## src/rtl/plpd_pkg.sv

```systemverilog
// Shared types, codes and helpers for the pinned LRU page directory.
package plpd_pkg;

   // Sizing limits and fixed field widths
   localparam int CAP_DEFAULT = 16;
   localparam int CAP_MAX     = 64;
   localparam int SLOT_IW     = 6;    // slot index / recency rank width at CAP_MAX
   localparam int FL_W        = 7;    // counts up to CAP_MAX
   localparam int PAGE_W      = 32;
   localparam int PIN_W       = 16;
   localparam int LIMIT_W     = 5;
   localparam int CNT_W       = 32;

   // Configuration register indexes (byte address bit 2)
   localparam logic REG_LIMIT = 1'b0;
   localparam logic REG_STORE = 1'b1;

   typedef enum logic [2:0] {
      F_GET       = 3'd0,
      F_UNPIN     = 3'd1,
      F_DIRTY     = 3'd2,
      F_FLUSH     = 3'd3,
      F_FLUSH_ALL = 3'd4,
      F_EVICT     = 3'd5,
      F_CLEAR     = 3'd6,
      F_RSTAT     = 3'd7
   } func_type;

   typedef enum logic [2:0] {
      ST_OK        = 3'd0,
      ST_LOADED    = 3'd1,
      ST_NOT_FOUND = 3'd2,
      ST_PINNED    = 3'd3,
      ST_NO_VICTIM = 3'd4,
      ST_NO_STORE  = 3'd5
   } status_type;

   typedef enum logic [1:0] {
      ACT_NONE = 2'd0,
      ACT_READ = 2'd1,
      ACT_WB   = 2'd2
   } action_type;

   // Broadcast command applied by every slot cell in the same cycle
   typedef enum logic [2:0] {
      C_NONE,
      C_HIT,
      C_UNPIN,
      C_DIRTY,
      C_CLEAN,
      C_DROP,
      C_LOAD,
      C_CLEAR
   } cop_type;

   typedef enum logic [2:0] {
      S_IDLE,
      S_SCAN,
      S_TAIL,
      S_READ,
      S_SHOW
   } state_type;

   typedef struct packed {
      cop_type             op;
      logic [SLOT_IW-1:0]  idx;
      logic [SLOT_IW-1:0]  rec;
      logic [PAGE_W-1:0]   page;
   } cmd_type;

   // Scan token passed cell to cell
   typedef struct packed {
      logic                hit;
      logic [SLOT_IW-1:0]  hit_idx;
      logic [SLOT_IW-1:0]  hit_rec;
      logic [PIN_W-1:0]    hit_pins;
      logic                hit_dirty;
      logic                vic;
      logic [SLOT_IW-1:0]  vic_idx;
      logic [SLOT_IW-1:0]  vic_rec;
      logic                vic_dirty;
      logic [PAGE_W-1:0]   vic_page;
      logic                fre;
      logic [SLOT_IW-1:0]  fre_idx;
      logic                drt;
      logic [SLOT_IW-1:0]  drt_idx;
      logic [PAGE_W-1:0]   drt_page;
   } probe_type;

   typedef struct packed {
      status_type          status;
      action_type          action;
      logic [SLOT_IW-1:0]  slot;
      logic [PAGE_W-1:0]   target;
      logic [FL_W-1:0]     flushed;
      logic                last;
   } res_type;

   function automatic res_type make_res(status_type st, action_type act,
                                        logic [SLOT_IW-1:0] sl, logic [PAGE_W-1:0] tgt,
                                        logic [FL_W-1:0] fl, logic lst);
      res_type r;
      r.status  = st;
      r.action  = act;
      r.slot    = sl;
      r.target  = tgt;
      r.flushed = fl;
      r.last    = lst;
      return r;
   endfunction

endpackage

```

## src/rtl/plpd_cell.sv

```systemverilog
// One directory slot: holds a page entry, applies commands, updates the scan token.
module plpd_cell import plpd_pkg::*; #(
   parameter int IDX = 0
) (
   input  logic              clock,
   input  logic              reset,
   input  logic [PAGE_W-1:0] key,
   input  cmd_type           cmd,
   input  probe_type         probe_in,
   output probe_type         probe_out
);

   logic                valid_ff, valid_in;
   logic [PAGE_W-1:0]   page_ff, page_in;
   logic [PIN_W-1:0]    pins_ff, pins_in;
   logic                dirty_ff, dirty_in;
   logic [SLOT_IW-1:0]  rec_ff, rec_in;
   probe_type           probe_ff, probe_in_c;
   logic                me;

   assign me = (cmd.idx == SLOT_IW'(IDX));

   // Apply the broadcast command
   always_comb begin
      valid_in = valid_ff;
      page_in  = page_ff;
      pins_in  = pins_ff;
      dirty_in = dirty_ff;
      rec_in   = rec_ff;
      case (cmd.op)
         C_HIT: begin
            if (me) begin
               rec_in = '0;
               if (pins_ff != '1) pins_in = pins_ff + 1'b1;
            end else if (valid_ff && rec_ff < cmd.rec) begin
               rec_in = rec_ff + 1'b1;
            end
         end
         C_UNPIN: begin
            if (me && pins_ff != '0) pins_in = pins_ff - 1'b1;
         end
         C_DIRTY: begin
            if (me) dirty_in = 1'b1;
         end
         C_CLEAN: begin
            if (me) dirty_in = 1'b0;
         end
         C_DROP: begin
            if (me) valid_in = 1'b0;
            else if (valid_ff && rec_ff > cmd.rec) rec_in = rec_ff - 1'b1;
         end
         C_LOAD: begin
            if (me) begin
               valid_in = 1'b1;
               page_in  = cmd.page;
               pins_in  = PIN_W'(1);
               dirty_in = 1'b0;
               rec_in   = '0;
            end else if (valid_ff) begin
               rec_in = rec_ff + 1'b1;
            end
         end
         C_CLEAR: valid_in = 1'b0;
         default: ;
      endcase
   end

   // Fold this slot into the scan token
   always_comb begin
      probe_in_c = probe_in;
      if (valid_ff && page_ff == key && !probe_in.hit) begin
         probe_in_c.hit       = 1'b1;
         probe_in_c.hit_idx   = SLOT_IW'(IDX);
         probe_in_c.hit_rec   = rec_ff;
         probe_in_c.hit_pins  = pins_ff;
         probe_in_c.hit_dirty = dirty_ff;
      end
      if (valid_ff && pins_ff == '0 && (!probe_in.vic || rec_ff > probe_in.vic_rec)) begin
         probe_in_c.vic       = 1'b1;
         probe_in_c.vic_idx   = SLOT_IW'(IDX);
         probe_in_c.vic_rec   = rec_ff;
         probe_in_c.vic_dirty = dirty_ff;
         probe_in_c.vic_page  = page_ff;
      end
      if (!valid_ff && !probe_in.fre) begin
         probe_in_c.fre     = 1'b1;
         probe_in_c.fre_idx = SLOT_IW'(IDX);
      end
      if (valid_ff && dirty_ff && !probe_in.drt) begin
         probe_in_c.drt      = 1'b1;
         probe_in_c.drt_idx  = SLOT_IW'(IDX);
         probe_in_c.drt_page = page_ff;
      end
   end

   // Clear valid under reset
   always_ff @(posedge clock) begin
      if (reset) valid_ff <= 1'b0;
      else       valid_ff <= valid_in;
   end

   // Entry payload and token stage
   always_ff @(posedge clock) begin
      page_ff  <= page_in;
      pins_ff  <= pins_in;
      dirty_ff <= dirty_in;
      rec_ff   <= rec_in;
      probe_ff <= probe_in_c;
   end

   assign probe_out = probe_ff;

endmodule

```

## config.mk

```make
export PLATFORM = sky130hd
export DESIGN_NAME = plpd_cell
export DESIGN_NICKNAME = d
export VERILOG_FILES = /design/src/rtl/plpd_pkg.sv /design/src/rtl/plpd_cell.sv
export SDC_FILE = /design/constraint.sdc
export NUM_CORES = 1
export LEC_CHECK = 0
export BUFFER_PORTS_ARGS = -buffer_cell sky130_fd_sc_hd__buf_4
export CAP_MARGIN = 15
export CORE_AREA = 2 2 126 128
export DETAILED_ROUTE_END_ITERATION = 7
export DIE_AREA = 0 0 128 130
export MAX_ROUTING_LAYER = met4
export PLACE_DENSITY = 0.8
export SYNTH_ARGS = -nofsm -noshare
export SYNTH_HDL_FRONTEND = slang
export SYNTH_SLANG_ARGS = --single-unit
```

## constraint.sdc

```tcl
create_clock -name clock -period 3 [get_ports clock]
set_input_delay 0 -clock clock [delete_from_list [all_inputs] [get_ports clock]]
set_output_delay 0 -clock clock [all_outputs]
set_load 0.01 [all_outputs]
```

==> results.json <==
{
  "status": "finished, final reports clean",
  "fmax_mhz": 398.5,
  "ctsRootBufferMaster": "clkbuf_16",
  "rsz0062_at_grt": "no",
  "num_vias": 6536,
  "fin_skew_ns": 0.01679,
  "arrival_ns": 2.69,
  "power.density_mw_per_mm2": 478.8,
  "clockBufferDepth": 2,
  "peakVddDrop_v": 0.0003740,
  "grt_max_degree": 39,
  "cp_top_family": "simple AND/OR/NAND/NOR gates",
  "finalCritPeriodShare": 0.8365,
  "fin_crit_ns": 2.510,
  "numCtsBuffers": 17,
  "slowest_delay_ns": 0.54,
  "relSlewSlack": 0.4291,
  "final_layout_size_suffix_gt1_frac": 0.4237,
  "core-area_mm2": 0.01542,
  "synth_enable_flop_cells": 55,
  "num-nets-final": 1286,
  "synth_top_flop_cell": "dfxtp_1",
  "path_cells": "dlygate4sd3_1 > buf_4 > or3b_2 > xnor2_1 > ha_1 > nor4_1 > and2_1 > nand2_1 > o21ai_0 > xnor2_1 > nor2_1",
  "hold_end": "dirty_ff",
  "maxCapViolCount": 0,
  "cp_common_cell": "xnor2_1",
  "path_buf_inv": 2,
  "gp_congestion": 0.9253,
  "power_leakage_nw": 5.156,
  "clock-sinks": 178,
  "syn_nets": 801,
  "async_flop_share": 0,
  "portBuffers": 324,
  "die_h_um": 130,
  "final_common_cell": "buf_4",
  "synthDominantCellAreaShare": 0.3467,
  "viasPerCell": 5.134,
  "drc": 0,
  "syn_area_mm2": 0.007103,
  "ant_nets": 0,
  "grt_pass1_wl_um": 37670,
  "place_area_mm2": 0.009739,
  "dieArea_mm2": 0.01664,
  "layout_common_cells": "332 x buf_4, 158 x dlygate4sd3_1, 123 x dfxtp_1",
  "crit_path_max_fanout": 12,
  "post_cts_resize_count": 0,
  "rrSetupSlack_ns": 0.49,
  "worstPathRequired_ns": 3.18,
  "dp_hpwl_um": 15710,
  "ys_warn_count": 0,
  "cp-end-kind": "flop",
  "drt-initial-drc-count": 502,
  "synthTopCellsByArea": "dfxtp_1 35%, edfxtp_1 23%, mux2_2 13%, xnor2_1 5.3%, ha_1 2.6%",
  "die_w_um": 128,
  "post-route-cell-area_mm2": 0.01196,
  "finalSetupViolations": 0,
  "syn_avg_cell_area_um2": 12.18,
  "maxSlewViolCount": 0,
  "crit_slowest_cell": "dlygate4sd3_1",
  "synthCells": 583,
  "whs_path_depth": 3,
  "worstRegToRegCells": 6,
  "rows": 46,
  "r2r-start": "pins_ff[7]",
  "cts_tree": "done",
  "yosysUniqueCellTypes": 53,
  "finalHoldViolCount": 0,
  "clk_pin_slew_worst_paths_ns": 0.06,
  "finalSetupTns_ns": 0,
  "firstDrtPassIters": 5,
  "ioPinCount": 325,
  "postLayoutSetupSlackWorst_ns": 0.4905,
  "final_util": 0.7753,
  "r2r_end": "pins_ff[3]",
  "yosysSeqAreaShare": 0.5792,
  "min_from": "cmd[45]",
  "startpoint_type": "input pin",
  "synth-seq-cells": 178,
  "crit_type": "in2reg",
  "dp_slack_ns": 0.5388,
  "insertedDiodeCount": 0,
  "start_util": 0.4605,
  "hold_class": "in2reg",
  "tightestPinTransition_ns": 0.8564,
  "routedWlPerCell_um": 19.89,
  "htreeDepth": 4,
  "wl_um": 25320,
  "synth.largest_area_cell": "dfxtp_1",
  "clk_latency_ns": 0.44,
  "area.growth.synth_to_final_pct": 68.36,
  "grt_usage": 0.3123,
  "grt_pass1_vias": 6888,
  "antenna_found_initial": 0,
  "grt_overflow": 0
}
## kinds of logic (layout without fill, tap and decap cells)
logic type | Yosys count | count (layout) | share of synthesized area
mux | 90 | 90 | 0.1422
fa+ha+maj | 15 | 15 | 0.02642
flops | 178 | 178 | 0.5792
simple gates | 147 | 147 | 0.1092
xor+xnor | 49 | 49 | 0.06042
buf+inv | 43 | 541 | 0.02695
compound gates | 61 | 61 | 0.05567
## layer usage
| layer | routed length, um | global-route usage |
|---|---|---|
| met1 | 9558 | 0.3415 |
| met2 | 12880 | 0.5417 |
| met3 | 1762 | 0.07011 |
| met4 | 1123 | 0.1513 |
| met5 | 0 | - |
## layout make-up
| type | count | area (um^2) |
|---|---|---|
| Clock buffer | 21 | 514.2 |
| Clock inverter | 11 | 123.9 |
| Fill cell | 915 | 3466 |
| Inverter | 18 | 67.56 |
| Multi-Input combinational cell | 362 | 2805 |
| Sequential cell | 178 | 4114 |
| Tap cell | 192 | 240.2 |
| Timing Repair Buffer | 491 | 4094 |
## worst min-delay path, delay by kind of cell
kind / cells / cell delay [ns]
compound gates: 1 / 0.07
simple gates: 1 / 0.09
buf+inv: 1 / 0.14
## metrics by stage
step | power (mW) | std cells | hold WS, ns
floorplan | 2.825 | 583 | 0.07238
global placement | 3.197 | 1083 | 0.1785
detailed placement | 3.206 | 1083 | 0.1786
CTS | 5.705 | 1273 | 0.01863
global route | 5.884 | 1273 | 0.04819
finish | 5.726 | 1273 | 0.04241
## power by group
group          switching [mW]  internal (mW)
logic                   0.266          0.493
clock network            1.02           1.35
registers              0.0334           2.56
total                    1.32           4.40
## state kept, by name, summed over array words and instances, names as in the netlist
register   count
dirty_ff       1
page_ff       32
pins_ff       16
probe_out    122
rec_ff         6
valid_ff       1
## Yosys cell counts (2+ instances only)
master and number:
and4_1 2, mux2_1 2, o221ai_1 2, nand4_1 11, nand2b_1 3, nor2b_1 15, and2_1 14, buf_6 4
o22ai_1 5, and3_1 3, nand3b_1 2, or3_1 3, nand3_1 14, edfxtp_1 55, ha_1 15, clkbuf_1 21
nor3_1 6, xor2_1 6, xnor2_1 43, a31oi_1 2, or2_2 2, a21o_1 5, o21ai_0 16, nor4_1 8
mux2i_1 3, a21oi_1 16, inv_1 18, a32oi_1 2, mux2_2 85, nand2_1 22, dfxtp_1 123, nor2_1 34
## worst max path at each step
stage | startpoint | to | cells after the start
after CTS | pins_ff[7] | pins_ff[3] | 6
after floorplan | cmd[46] | page_ff[0] | 4
after detailed placement | pins_ff[7] | pins_ff[1] | 6
after global placement | pins_ff[7] | pins_ff[0] | 6
after global routing | cmd[46] | pins_ff[6] | 11
final | cmd[46] | pins_ff[6] | 11
## repair_timing
item	4_1_cts	5_1_grt
hold endpoints to repair	156	0
hold buffers	158	0
setup buffers	0	0
setup endpoints to repair	0	0
Power figures use the tool's default switching activity.
