[src/rtl/plpd_pkg.sv]
// Shared types, codes and helpers for the pinned LRU page directory.
package plpd_pkg;

   // Sizing limits and fixed field widths
   localparam int CAP_DEFAULT = 16;
   localparam int CAP_MAX     = 64;
   localparam int SLOT_IW     = 6;    // slot index / recency rank width at CAP_MAX
   localparam int FL_W        = 7;    // counts up to CAP_MAX
   localparam int PAGE_W      = 32;
   localparam int PIN_W       = 16;
   localparam int LIMIT_W     = 5;
   localparam int CNT_W       = 32;

   // Configuration register indexes (byte address bit 2)
   localparam logic REG_LIMIT = 1'b0;
   localparam logic REG_STORE = 1'b1;

   typedef enum logic [2:0] {
      F_GET       = 3'd0,
      F_UNPIN     = 3'd1,
      F_DIRTY     = 3'd2,
      F_FLUSH     = 3'd3,
      F_FLUSH_ALL = 3'd4,
      F_EVICT     = 3'd5,
      F_CLEAR     = 3'd6,
      F_RSTAT     = 3'd7
   } func_type;

   typedef enum logic [2:0] {
      ST_OK        = 3'd0,
      ST_LOADED    = 3'd1,
      ST_NOT_FOUND = 3'd2,
      ST_PINNED    = 3'd3,
      ST_NO_VICTIM = 3'd4,
      ST_NO_STORE  = 3'd5
   } status_type;

   typedef enum logic [1:0] {
      ACT_NONE = 2'd0,
      ACT_READ = 2'd1,
      ACT_WB   = 2'd2
   } action_type;

   // Broadcast command applied by every slot cell in the same cycle
   typedef enum logic [2:0] {
      C_NONE,
      C_HIT,
      C_UNPIN,
      C_DIRTY,
      C_CLEAN,
      C_DROP,
      C_LOAD,
      C_CLEAR
   } cop_type;

   typedef enum logic [2:0] {
      S_IDLE,
      S_SCAN,
      S_TAIL,
      S_READ,
      S_SHOW
   } state_type;

   typedef struct packed {
      cop_type             op;
      logic [SLOT_IW-1:0]  idx;
      logic [SLOT_IW-1:0]  rec;
      logic [PAGE_W-1:0]   page;
   } cmd_type;

   // Scan token passed cell to cell
   typedef struct packed {
      logic                hit;
      logic [SLOT_IW-1:0]  hit_idx;
      logic [SLOT_IW-1:0]  hit_rec;
      logic [PIN_W-1:0]    hit_pins;
      logic                hit_dirty;
      logic                vic;
      logic [SLOT_IW-1:0]  vic_idx;
      logic [SLOT_IW-1:0]  vic_rec;
      logic                vic_dirty;
      logic [PAGE_W-1:0]   vic_page;
      logic                fre;
      logic [SLOT_IW-1:0]  fre_idx;
      logic                drt;
      logic [SLOT_IW-1:0]  drt_idx;
      logic [PAGE_W-1:0]   drt_page;
   } probe_type;

   typedef struct packed {
      status_type          status;
      action_type          action;
      logic [SLOT_IW-1:0]  slot;
      logic [PAGE_W-1:0]   target;
      logic [FL_W-1:0]     flushed;
      logic                last;
   } res_type;

   function automatic res_type make_res(status_type st, action_type act,
                                        logic [SLOT_IW-1:0] sl, logic [PAGE_W-1:0] tgt,
                                        logic [FL_W-1:0] fl, logic lst);
      res_type r;
      r.status  = st;
      r.action  = act;
      r.slot    = sl;
      r.target  = tgt;
      r.flushed = fl;
      r.last    = lst;
      return r;
   endfunction

endpackage

[src/rtl/plpd_rfifo.sv]
// Result buffer: one write port, one registered read port.
module plpd_rfifo import plpd_pkg::*; #(
   parameter int DEPTH = CAP_DEFAULT + 1
) (
   input  logic                     clock,
   input  logic                     wr_en,
   input  logic [$clog2(DEPTH)-1:0] wr_addr,
   input  res_type                  wr_data,
   input  logic                     rd_en,
   input  logic [$clog2(DEPTH)-1:0] rd_addr,
   output res_type                  rd_data
);

   res_type mem [DEPTH];
   res_type rd_data_ff;

   // Store and fetch entries
   always_ff @(posedge clock) begin
      if (wr_en) mem[wr_addr] <= wr_data;
      if (rd_en) rd_data_ff <= mem[rd_addr];
   end

   assign rd_data = rd_data_ff;

endmodule

[config.mk]
export PLATFORM = sky130hd
export DESIGN_NAME = plpd_rfifo
export DESIGN_NICKNAME = d
export VERILOG_FILES = /design/src/rtl/plpd_pkg.sv /design/src/rtl/plpd_rfifo.sv
export SDC_FILE = /design/constraint.sdc
export NUM_CORES = 1
export LEC_CHECK = 0
export BUFFER_PORTS_ARGS = -buffer_cell sky130_fd_sc_hd__buf_2
export CAP_MARGIN = 30
export CORE_MARGIN = 2
export CORE_UTILIZATION = 45
export CTS_CLUSTER_DIAMETER = 40
export CTS_CLUSTER_SIZE = 16
export DETAILED_ROUTE_END_ITERATION = 10
export SYNTH_ARGS = -nofsm -noshare
export SYNTH_HDL_FRONTEND = slang
export SYNTH_SLANG_ARGS = --single-unit
export TNS_END_PERCENT = 1
[constraint.sdc]
create_clock -name clock -period 6.2 [get_ports clock]
set_input_delay 0.31 -clock clock [delete_from_list [all_inputs] [get_ports clock]]
set_output_delay 0.31 -clock clock [all_outputs]
set_load 0.02 [all_outputs]
==> flow_summary_export.csv, run 1 <==
group,metric,value,unit
detailed_routing,routed_wl,78000,µm
detailed_routing,vias_per_cell,5.79,
sta,final_max_slew_viol_count,0,
cts,cts_resized,0,
detailed_routing,drc,0,
synthesis,synthDistinctLibCells,27,
synthesis,syn_avg_cell_area,24.1,µm²
sta,fmax,0.431,GHz
sta,final-setup-viol-count,0,
floorplanning,die-area,0.0793,mm²
synthesis,synth_area_leaders,"edfxtp_1, mux4_2, mux4_1, mux2i_1, a221oi_2",
synthesis,yosys_register_bits,918,
synthesis,synth_top_family_by_area,"multiplexers",
sta,holdWs,0.0317,ns
critical_path,crit_path_max_fanout,37,
synthesis,ys_top_cells_by_count,"edfxtp_1, mux4_2, nor2_1",
synthesis,ys_seq_area_share,79.5,%
layout,stdcell_count,2764,
sta,fin_crit,2.32,ns
power,switching_share,21.7,%
place,placed_cells,2546,
run_status,status,"complete, no violations",
global_routing,grt_max_degree,83,
synthesis,synth_compound_area_share,2.66,%
power,p_int,11.1,mW
global_routing,antenna_found_initial,3,
synthesis,synth.top_cell.area_share,79.5,%
synthesis,synth-xor-area-share,0,%
sta,fin_ws,3.88,ns
synthesis,synth.largest_area_cell,"edfxtp_1",
cts,clockBufferDepth,3,
detailed_routing,vias,15999,
synthesis,synth_most_common_cell,"edfxtp_1",
job,max-cap-violations,0,
layout,fillers,5865,
power,p_sw,3.06,mW
floorplanning,start_util,45.6,%
cts,clock_latency,0.67,ns
layout,final_nets,1705,
power,clockPowerShare,46.5,%
power,power_leakage,13.0,nW
power,power.density,349,mW/mm²
place,dpl.hpwl,40500,µm
synthesis,synthMuxAreaShare,15.1,%
place,dpl-instance-area,0.0366,mm²
critical_path,cp_slowest_stage_delay,0.76,ns
critical_path,crit_type,"input port to flop",
global_routing,track_usage,20.0,%
floorplanning,fp.dieH,282,µm
cts,path_clk_slew,0.07,ns
synthesis,synthAdderAreaFrac,0,%
sta,max_slew.worst_pin.slew,1.07,ns
power,vdd_drop_max,0.190,mV
detailed_routing,wl_per_cell,28.2,µm
global_routing,grt_overflow,0,
worst_hold_path,min_path_type,"input port to flop",
global_routing,grt_pass1_wl,114000,µm
detailed_routing,drt-initial-drc-count,1471,
cts,cts.htree.levels,3,
cts,cts_tree,"done",
synthesis,syn_inst,1439,
cts,cts_sinks,918,
sta,period_share,37.4,%
sta,rsz0062_at_grt,"false",
critical_path,arrival,2.60,ns
sta,slew_headroom,28.4,%
synthesis,syn_nets,1503,
sta,fin_setup_tns,0,ns
critical_path,cp_slowest_cell,"buf_4",
synthesis,synth_edf_count,918,
synthesis,yosys_warnings,0,
place,portBuffers,114,
synthesis,ys_async_sr_fraction,0,%
power,seq_power_share,49.2,%
power,p_comb_share,4.3,%
cts,cts_buffers,112,
critical_path,path_cells,"buf_2 -> nor2b_1 -> nand3b_1 -> nor2_4 -> buf_4",
critical_path,start_kind,"input port",
sta,skew,0.0223,ns
floorplanning,die_w,282,µm
floorplanning,rows,101,
synthesis,ys_dominant_reg_cell,"edfxtp_1",
detailed_routing,first_pass_iters,5,
synthesis,synthSimpleGateAreaFrac,1.01,%
detailed_routing,antenna_left,0,
layout,drive_above_1_share,32.6,%
critical_path,cp_data_required_time,6.48,ns
layout,area_growth,17.0,%
floorplanning,io-pin-count,115,
floorplanning,core,0.0761,mm²
place,post-place-ws,3.15,ns
critical_path,cp-end-kind,"flop",
sta,finalHoldViolCount,0,
global_routing,grt_pass1_vias,16750,
place,gp_congestion,0.730,
cts,cts-root-buf,"clkbuf_16",
layout,final_cell_area,0.0406,mm²
synthesis,synth.cell_area,0.0347,mm²
==> flip-flops by register name, indices dropped and copies added (netlist names) <==
name,count
rd_data,51
mem,867
==> path summary, 6_finish.rpt <==
check | start | end | slack [ns] | cells past startpoint
min reg2reg | mem[16][35] | rd_data[35] | 0.65 | 2
max reg2reg | mem[2][12] | rd_data[12] | 4.55 | 3
min | wr_data[17] | mem[8][17] | 0.03 | 1
max | wr_en | mem[7][43] | 3.88 | 5
==> power groups by stage <==
stage               Sequential (mW)  Clock (mW)  Combinational, mW
detailed placement             7.09           0              0.612
global placement               7.09           0              0.598
CTS                            6.96        6.68              0.619
floorplan                      7.11           0              0.344
finish                         6.96        6.57              0.609
global route                   6.97        6.95              0.654
==> timing repair <==
item                      CTS  global route
buffers inserted            0             0
hold buffers                8             0
hold endpoints to repair   71             0
==> layout make-up <==
| type | instances | area (µm²) | area share [%] |
|---|---|---|---|
| well taps | 1030 | 1290 | 3.18 |
| multi-input cells | 440 | 6630 | 16.3 |
| flip-flops and latches | 918 | 27600 | 68.0 |
| diodes | 1 | 2.50 | 0.00617 |
| repair buffers | 168 | 1220 | 3.02 |
| clock inverters | 86 | 946 | 2.33 |
| clock buffers | 120 | 2900 | 7.14 |
| inverters | 1 | 6.26 | 0.0154 |
==> layer usage <==
| metal | wire, µm | vias to the layer above | global-route usage, % |
|---|---|---|---|
| met2 | 37900 | 499 | 31.6 |
| met3 | 4950 | 104 | 3.94 |
| met5 | 9 | - | 0 |
| met1 | 33700 | 8714 | 28.7 |
| li1 | - | 6680 | - |
| met4 | 1420 | 2 | 5.59 |
==> worst max-delay path, delay by kind of cell <==
kind                   cells  cell delay, ns
buffers and inverters      2            0.85
and+or+nand+nor            3            1.40
==> layout by cell type (no fill, tap or decap), types with 7 or more instances in the layout <==
cell           instances
clkinvlp_4            13
nor2_1                53
a221oi_1              26
buf_2                110
mux2i_1               51
inv_8                  7
edfxtp_1             918
clkinv_1              12
mux4_2               170
mux4_1                34
buf_16                 7
clkbuf_16            115
a221oi_2              25
bufinv_16             11
nor2_4                13
clkinv_4              11
clkinv_2              14
dlygate4sd3_1          8
buf_4                 36
inv_6                 11
o22ai_1               51
==> through the flow <==
stage / power (mW) / util, %
2_1_floorplan: 7.46 / -
3_3_place_gp: 7.69 / 47.8
3_5_place_dp: 7.70 / 48.0
4_1_cts: 14.3 / 53.2
5_1_grt: 14.6 / 53.3
6_report: 14.1 / 53.3
==> logic make-up (layout without fill, tap and decap cells) <==
kind of cell	after synthesis	after routing
DFF	918	918
and+or+nand+nor	83	83
buffers and inverters	81	375
muxes	255	255
AOI/OAI and AO/OA	102	102
other	0	1
(Power assumes the default switching activity.)
==> inputs of run 2 (changes only) <==
--- a/config.mk
+++ b/config.mk
@@ -5,6 +5,7 @@
 export SDC_FILE = /design/constraint.sdc
 export NUM_CORES = 1
 export LEC_CHECK = 0
+export ABC_AREA = 1
 export BUFFER_PORTS_ARGS = -buffer_cell sky130_fd_sc_hd__buf_2
 export CAP_MARGIN = 30
 export CORE_MARGIN = 2
==> constraint.sdc (replaced) <==
create_clock -name clock -period 2.1 [get_ports clock]
set_input_delay 0.105 -clock clock [delete_from_list [all_inputs] [get_ports clock]]
set_output_delay 0.105 -clock clock [all_outputs]
set_load 0.02 [all_outputs]
==> run 2 against run 1 <==
Against the previous run: first-iteration DRC count up 60%; non-clock buffer count up 86; register-to-register slack worse by 3.8 ns; worst hold slack better by 0.032 ns; highest routed layer is now met4.
==> flow_summary_export.csv, run 2 <==
group,metric,value,unit
synthesis,syn_nets,3033,
detailed_routing,routed_wl,89200,µm
critical_path,rrSetupSlack,0.75,ns
cts,path_clk_slew,0.06,ns
synthesis,yosys_warnings,0,
global_routing,use_met3,3.46,%
synthesis,syn_inst,2969,
layout,fillers,6532,
synthesis,synth.largest_area_cell,"edfxtp_1",
cts,cts_tree,"done",
synthesis,synth_edf_count,918,
global_routing,busiest_layer,"met2",
cts,cts_buffers,116,
sta,fmax,0.562,GHz
synthesis,yosys_register_bits,918,
sta,fin_crit,1.78,ns
worst_hold_path,holdPathStages,4,
critical_path,cp-end-kind,"flop",
sta,final_max_slew_viol_count,0,
synthesis,ys_seq_area_share,76.1,%
synthesis,ys_dominant_reg_cell,"edfxtp_1",
sta,period_share,84.7,%
power,total_power,43.5,mW
critical_path,crit_path_max_fanout,48,
sta,final-setup-viol-count,0,
global_routing,grt.met1_usage,31.0,%
run_status,status,"complete, no violations",
layout,largest_reg_flops,867,
synthesis,ys_top_cells_by_count,"nand2_1, edfxtp_1, nand3_1",
critical_path,start_kind,"input port",
sta,rsz0062_at_grt,"false",
floorplanning,io-pin-count,115,
critical_path,crit_type,"input port to flop",
layout,drive_above_1_share,12.9,%
sta,fin_ws,0.321,ns
layout,layout_commonest_cell,"nand2_1",
detailed_routing,wl_per_cell,20.6,µm
floorplanning,core,0.0800,mm²
layout,multiInputGateArea,0.00792,mm²
detailed_routing,antenna_left,0,
power,power_leakage,16.0,nW
layout,utilization,54.2,%
layout,area_growth,19.8,%
power,power.density,1000,mW/mm²
critical_path,cp_data_required_time,2.43,ns
synthesis,synth.cell_area,0.0362,mm²
floorplanning,rows,104,
synthesis,ys_async_sr_fraction,0,%
place,dpl-instance-area,0.0388,mm²
synthesis,synth_area_leaders,"edfxtp_1, nand2_1, nand3_1, buf_2, clkbuf_1",
detailed_routing,first_pass_iters,6,
place,post-place-ws,0.283,ns
detailed_routing,drc,0,
worst_hold_path,min_path_type,"input port to flop",
floorplanning,die-area,0.0827,mm²
critical_path,r2r-end,"rd_data[29]",
layout,layout_common_cells,"nand2_1, edfxtp_1, nand3_1, clkbuf_16, buf_2",
global_routing,track_usage,21.7,%
layout,final_nets,3226,
cts,cts_resized,0,
sta,max_slew.worst_pin.slew,0.608,ns
synthesis,synth.top_cell.area_share,76.1,%
critical_path,arrival,2.10,ns
layout,final_cell_area,0.0434,mm²
detailed_routing,vias,23061,
synthesis,syn_avg_cell_area,12.2,µm²
cts,clock_latency,0.68,ns
power,vdd_drop_max,0.798,mV
global_routing,grt_pass1_wl,137000,µm
layout,top_register,"mem",
floorplanning,fp.dieH,288,µm
global_routing,antenna_found_initial,0,
global_routing,grt_overflow,0,
critical_path,reg2reg_from,"mem[5][29]",
critical_path,reg2reg_depth,8,
global_routing,use_met2,34.6,%
sta,finalHoldViolCount,0,
cts,cts_sinks,918,
layout,num_antenna_cells,0,
cts,cts-root-buf,"clkbuf_16",
critical_path,critical_path.startpoint,"wr_en",
cts,clockBufferDepth,3,
place,portBuffers,114,
sta,slew_headroom,59.4,%
place,gp_congestion,0.783,
job,max-cap-violations,0,
detailed_routing,drt-initial-drc-count,2360,
global_routing,grt_pass1_vias,22807,
place,dpl.hpwl,48900,µm
sta,skew,0.0198,ns
global_routing,grt_max_degree,107,
detailed_routing,vias_per_cell,5.33,
cts,cts.htree.levels,3,
floorplanning,die_w,288,µm
critical_path,crit_path_end,"mem[12][35]",
synthesis,synthDistinctLibCells,12,
synthesis,synth_most_common_cell,"nand2_1",
layout,seq_area,0.0276,mm²
floorplanning,start_util,45.2,%
-- run 2: what timing repair did --
item	4_1_cts	5_1_grt
endpoints found under the hold margin	900	0
buffers inserted	0	0
endpoints found under the setup margin	0	0
hold buffers	56	0
-- run 2: cell families (layout without fill, tap and decap cells) --
logic type / Yosys count / in the layout / share of synthesized area, %
buffers and inverters: 188 / 483 / 2.41
AND/OR/NAND/NOR: 1863 / 1863 / 21.5
flip-flops: 918 / 918 / 76.1
-- run 2: worst min-delay path by stage --
stage	slack [ns]	startpoint	end
after CTS	0.03	rd_addr[4]	rd_data[28]
after detailed placement	0.49	wr_data[5]	mem[16][5]
after floorplan	0.20	wr_data[0]	mem[0][0]
final	0.06	rd_addr[4]	rd_data[14]
after global routing	0.07	rd_addr[4]	rd_data[28]
after global placement	0.50	wr_data[5]	mem[16][5]
-- run 2: critical path: stages --
cell,delay [ns]
dlygate4sd3_1,0.52
buf_2,0.16
nand2_4,0.12
dlygate4sd3_1,0.62
nor2_4,0.18
buf_12,0.34
-- run 2: per-layer routing --
metal  vias to the layer above  routed length [µm]  part of all wire [%]
li1                      10808                   -                     -
met1                     11397               39800                    45
met2                       724               41800                    47
met3                       132                5730                   6.4
met4                         0                1810                   2.0
met5                         -                   0                     0
-- run 2: per-stage QoR --
| stage | hold WS, ns | std cells | setup TNS, ns |
|---|---|---|---|
| after floorplan | 0.204 | 2969 | -123.22 |
| after global placement | 0.495 | 4048 | 0 |
| after detailed placement | 0.495 | 4048 | 0 |
| after CTS | 0.0298 | 4324 | 0 |
| after global routing | 0.0729 | 4324 | 0 |
| final | 0.0639 | 4324 | 0 |
-- run 2: final cells by class --
class,count,area share [%]
multi-input cells,1863,18.3
clock inverters,95,2.56
inverters,9,0.112
well taps,1060,3.06
flip-flops and latches,918,63.5
clock buffers,125,6.82
repair buffers,254,5.67
-- run 2: power by group --
| part | leakage, nW | internal (mW) | switching, mW |
|---|---|---|---|
| registers | 8.32 | 20.5 | 0.0647 |
| logic | 5.77 | 0.725 | 1.73 |
| clock network | 1.94 | 12.5 | 8.03 |
| total | 16.0 | 33.7 | 9.82 |
==> inputs of run 3 (changes only) <==
==> constraint.sdc (replaced) <==
create_clock -name clock -period 1.9 [get_ports clock]
set_input_delay 0.095 -clock clock [delete_from_list [all_inputs] [get_ports clock]]
set_output_delay 0.095 -clock clock [all_outputs]
set_load 0.02 [all_outputs]
==> run 3 against run 2 <==
Against the previous run: combinational power increased by 8%; critical path depth decreased by 1; via count increased by 0.18%; first-iteration DRC count decreased by 8.8%; sequential share of layout area decreased by 0.33 points; critical endpoint is now mem[16][16]; largest cell class unchanged; highest routed layer is now met5.
==> flow_summary_export.csv, run 3 (synthesis results as in run 2) <==
group,metric,value,unit
sta,final_max_slew_viol_count,0,
place,gp_congestion,0.773,
critical_path,r2r-end,"rd_data[11]",
sta,period_share,83.1,%
cts,cts_tree,"done",
sta,rsz0062_at_grt,"false",
cts,cts_sinks,918,
global_routing,grt_max_degree,94,
cts,clock_latency,0.68,ns
global_routing,track_usage,21.3,%
power,power.density,1110,mW/mm²
critical_path,reg2reg_depth,8,
critical_path,path_cells,"dlygate4sd3_1 -> buf_2 -> nor4_4 -> dlygate4sd3_1 -> buf_4",
layout,layout_common_cells,"nand2_1, edfxtp_1, nand3_1, clkbuf_16, buf_2",
detailed_routing,routed_wl,87900,µm
critical_path,critical_path.startpoint,"wr_addr[2]",
cts,clockBufferDepth,3,
worst_hold_path,holdPathStages,3,
sta,skew,0.0310,ns
critical_path,arrival,1.96,ns
layout,fillers,6554,
cts,cts_buffers,119,
global_routing,grt_pass1_wl,134000,µm
sta,finalHoldViolCount,0,
global_routing,grt_pass1_vias,22709,
sta,slew_headroom,65.4,%
critical_path,crit_path_end,"mem[16][16]",
sta,fin_crit,1.58,ns
global_routing,antenna_found_initial,2,
floorplanning,die-area,0.0827,mm²
critical_path,crit_type,"input port to flop",
layout,area_growth,20.5,%
sta,final-setup-viol-count,0,
layout,layout_commonest_cell,"nand2_1",
detailed_routing,drc,0,
sta,max_slew.worst_pin.slew,0.519,ns
floorplanning,io-pin-count,115,
power,power_leakage,16.2,nW
layout,top_register,"mem",
critical_path,path_common_cell,"dlygate4sd3_1",
critical_path,crit_path_max_fanout,7,
detailed_routing,vias_per_cell,5.33,
critical_path,cp_slowest_stage_delay,0.62,ns
run_status,status,"complete, no violations",
power,vdd_drop_max,0.720,mV
job,max-cap-violations,0,
place,portBuffers,114,
global_routing,grt_overflow,0,
layout,drive_above_1_share,13.3,%
detailed_routing,vias,23103,
place,dpl.hpwl,47200,µm
layout,largest_reg_flops,867,
layout,stdcell_count,4335,
floorplanning,die_w,288,µm
detailed_routing,wl_per_cell,20.3,µm
floorplanning,rows,104,
sta,fmax,0.634,GHz
detailed_routing,drt-initial-drc-count,2152,
detailed_routing,antenna_left,0,
cts,path_clk_slew,0.06,ns
detailed_routing,first_pass_iters,6,
place,placed_cells,4053,
layout,final_nets,3232,
critical_path,cp-end-kind,"flop",
floorplanning,core,0.0800,mm²
critical_path,rrSetupSlack,0.61,ns
critical_path,cp_slowest_cell,"dlygate4sd3_1",
layout,utilization,54.5,%
worst_hold_path,min_path_type,"input port to flop",
cts,cts.htree.levels,3,
critical_path,start_kind,"input port",
floorplanning,start_util,45.2,%
critical_path,cp_data_required_time,2.28,ns
floorplanning,fp.dieH,288,µm
critical_path,reg2reg_from,"mem[12][11]",
cts,cts-root-buf,"clkbuf_16",
-- run 3: cell count changes in the layout (fill, tap and decap cells not counted), moves of 2 or more --
cell / change
inv_6: +10
clkinv_1: -2
clkinv_4: +3
inv_8: +7
clkinv_2: -2
clkbuf_16: +5
inv_16: -3
dlygate4sd3_1: -2
bufinv_16: -4
clkinv_8: +2
buf_4: -4
buf_12: +9
clkinvlp_4: -10
-- run 3: stage by stage --
step | hold slack (ns) | cell area, µm² | setup TNS [ns] | power [mW] | setup WS [ns]
finish | 0.0375 | 43600 | 0 | 48.3 | 0.321
global route | 0.0493 | 43600 | 0 | 49.8 | 0.251
CTS | 0.00478 | 43600 | 0 | 48.7 | 0.309
detailed placement | 0.484 | 38900 | 0 | 25.7 | 0.202
global placement | 0.479 | 38900 | 0 | 25.6 | 0.223
floorplan | 0.194 | 36300 | -287.95 | 24.6 | -0.450
-- run 3: final cells by class --
| type | instances | area (µm²) | share of cell area, % |
|---|---|---|---|
| antenna | 1 | 2.50 | 0.00574 |
| clock buffer | 130 | 3080 | 7.07 |
| clock inverter | 97 | 1080 | 2.48 |
| inverter | 9 | 48.8 | 0.112 |
| multi-input combinational | 1863 | 7920 | 18.2 |
| sequential | 918 | 27600 | 63.2 |
| tap | 1060 | 1330 | 3.04 |
| timing repair buffer | 257 | 2590 | 5.94 |
-- run 3: worst max-delay path: cells and delay by family --
family	cells	cell delay, ns
buffers and inverters	4	1.50
and+or+nand+nor	1	0.36
-- run 3: timing repair --
| action | in CTS | in global routing |
|---|---|---|
| hold buffers | 54 | 0 |
| setup buffers | 0 | 0 |
| gates resized for setup | 0 | 0 |
| setup endpoints to repair | 0 | 0 |
| endpoints found under the hold margin | 925 | 0 |
-- run 3: worst min-delay path by stage --
stage	start	to	slack [ns]
2_1_floorplan	wr_data[0]	mem[0][0]	0.19
5_1_grt	wr_addr[0]	mem[15][9]	0.05
3_3_place_gp	wr_data[0]	mem[16][0]	0.48
3_5_place_dp	wr_data[25]	mem[16][25]	0.48
6_report	wr_addr[0]	mem[15][9]	0.04
4_1_cts	wr_addr[0]	mem[15][9]	0.005
-- run 3: per-layer routing --
| metal | track usage, % | up-vias | share of wire [%] |
|---|---|---|---|
| li1 | - | 10854 | - |
| met3 | 3.39 | 116 | 6.8 |
| met5 | 0 | - | 0.013 |
| met2 | 34.9 | 807 | 48 |
| met1 | 29.3 | 11324 | 43 |
| met4 | 6.76 | 2 | 2.1 |
-- run 3: report_power, final --
part	internal (mW)	switching (mW)	leakage, nW	total [mW]
Sequential	22.6	0.0707	8.32	22.7
Combinational	0.799	1.85	5.82	2.64
Clock	13.8	9.16	2.03	23.0
Total	37.2	11.1	16.2	48.3
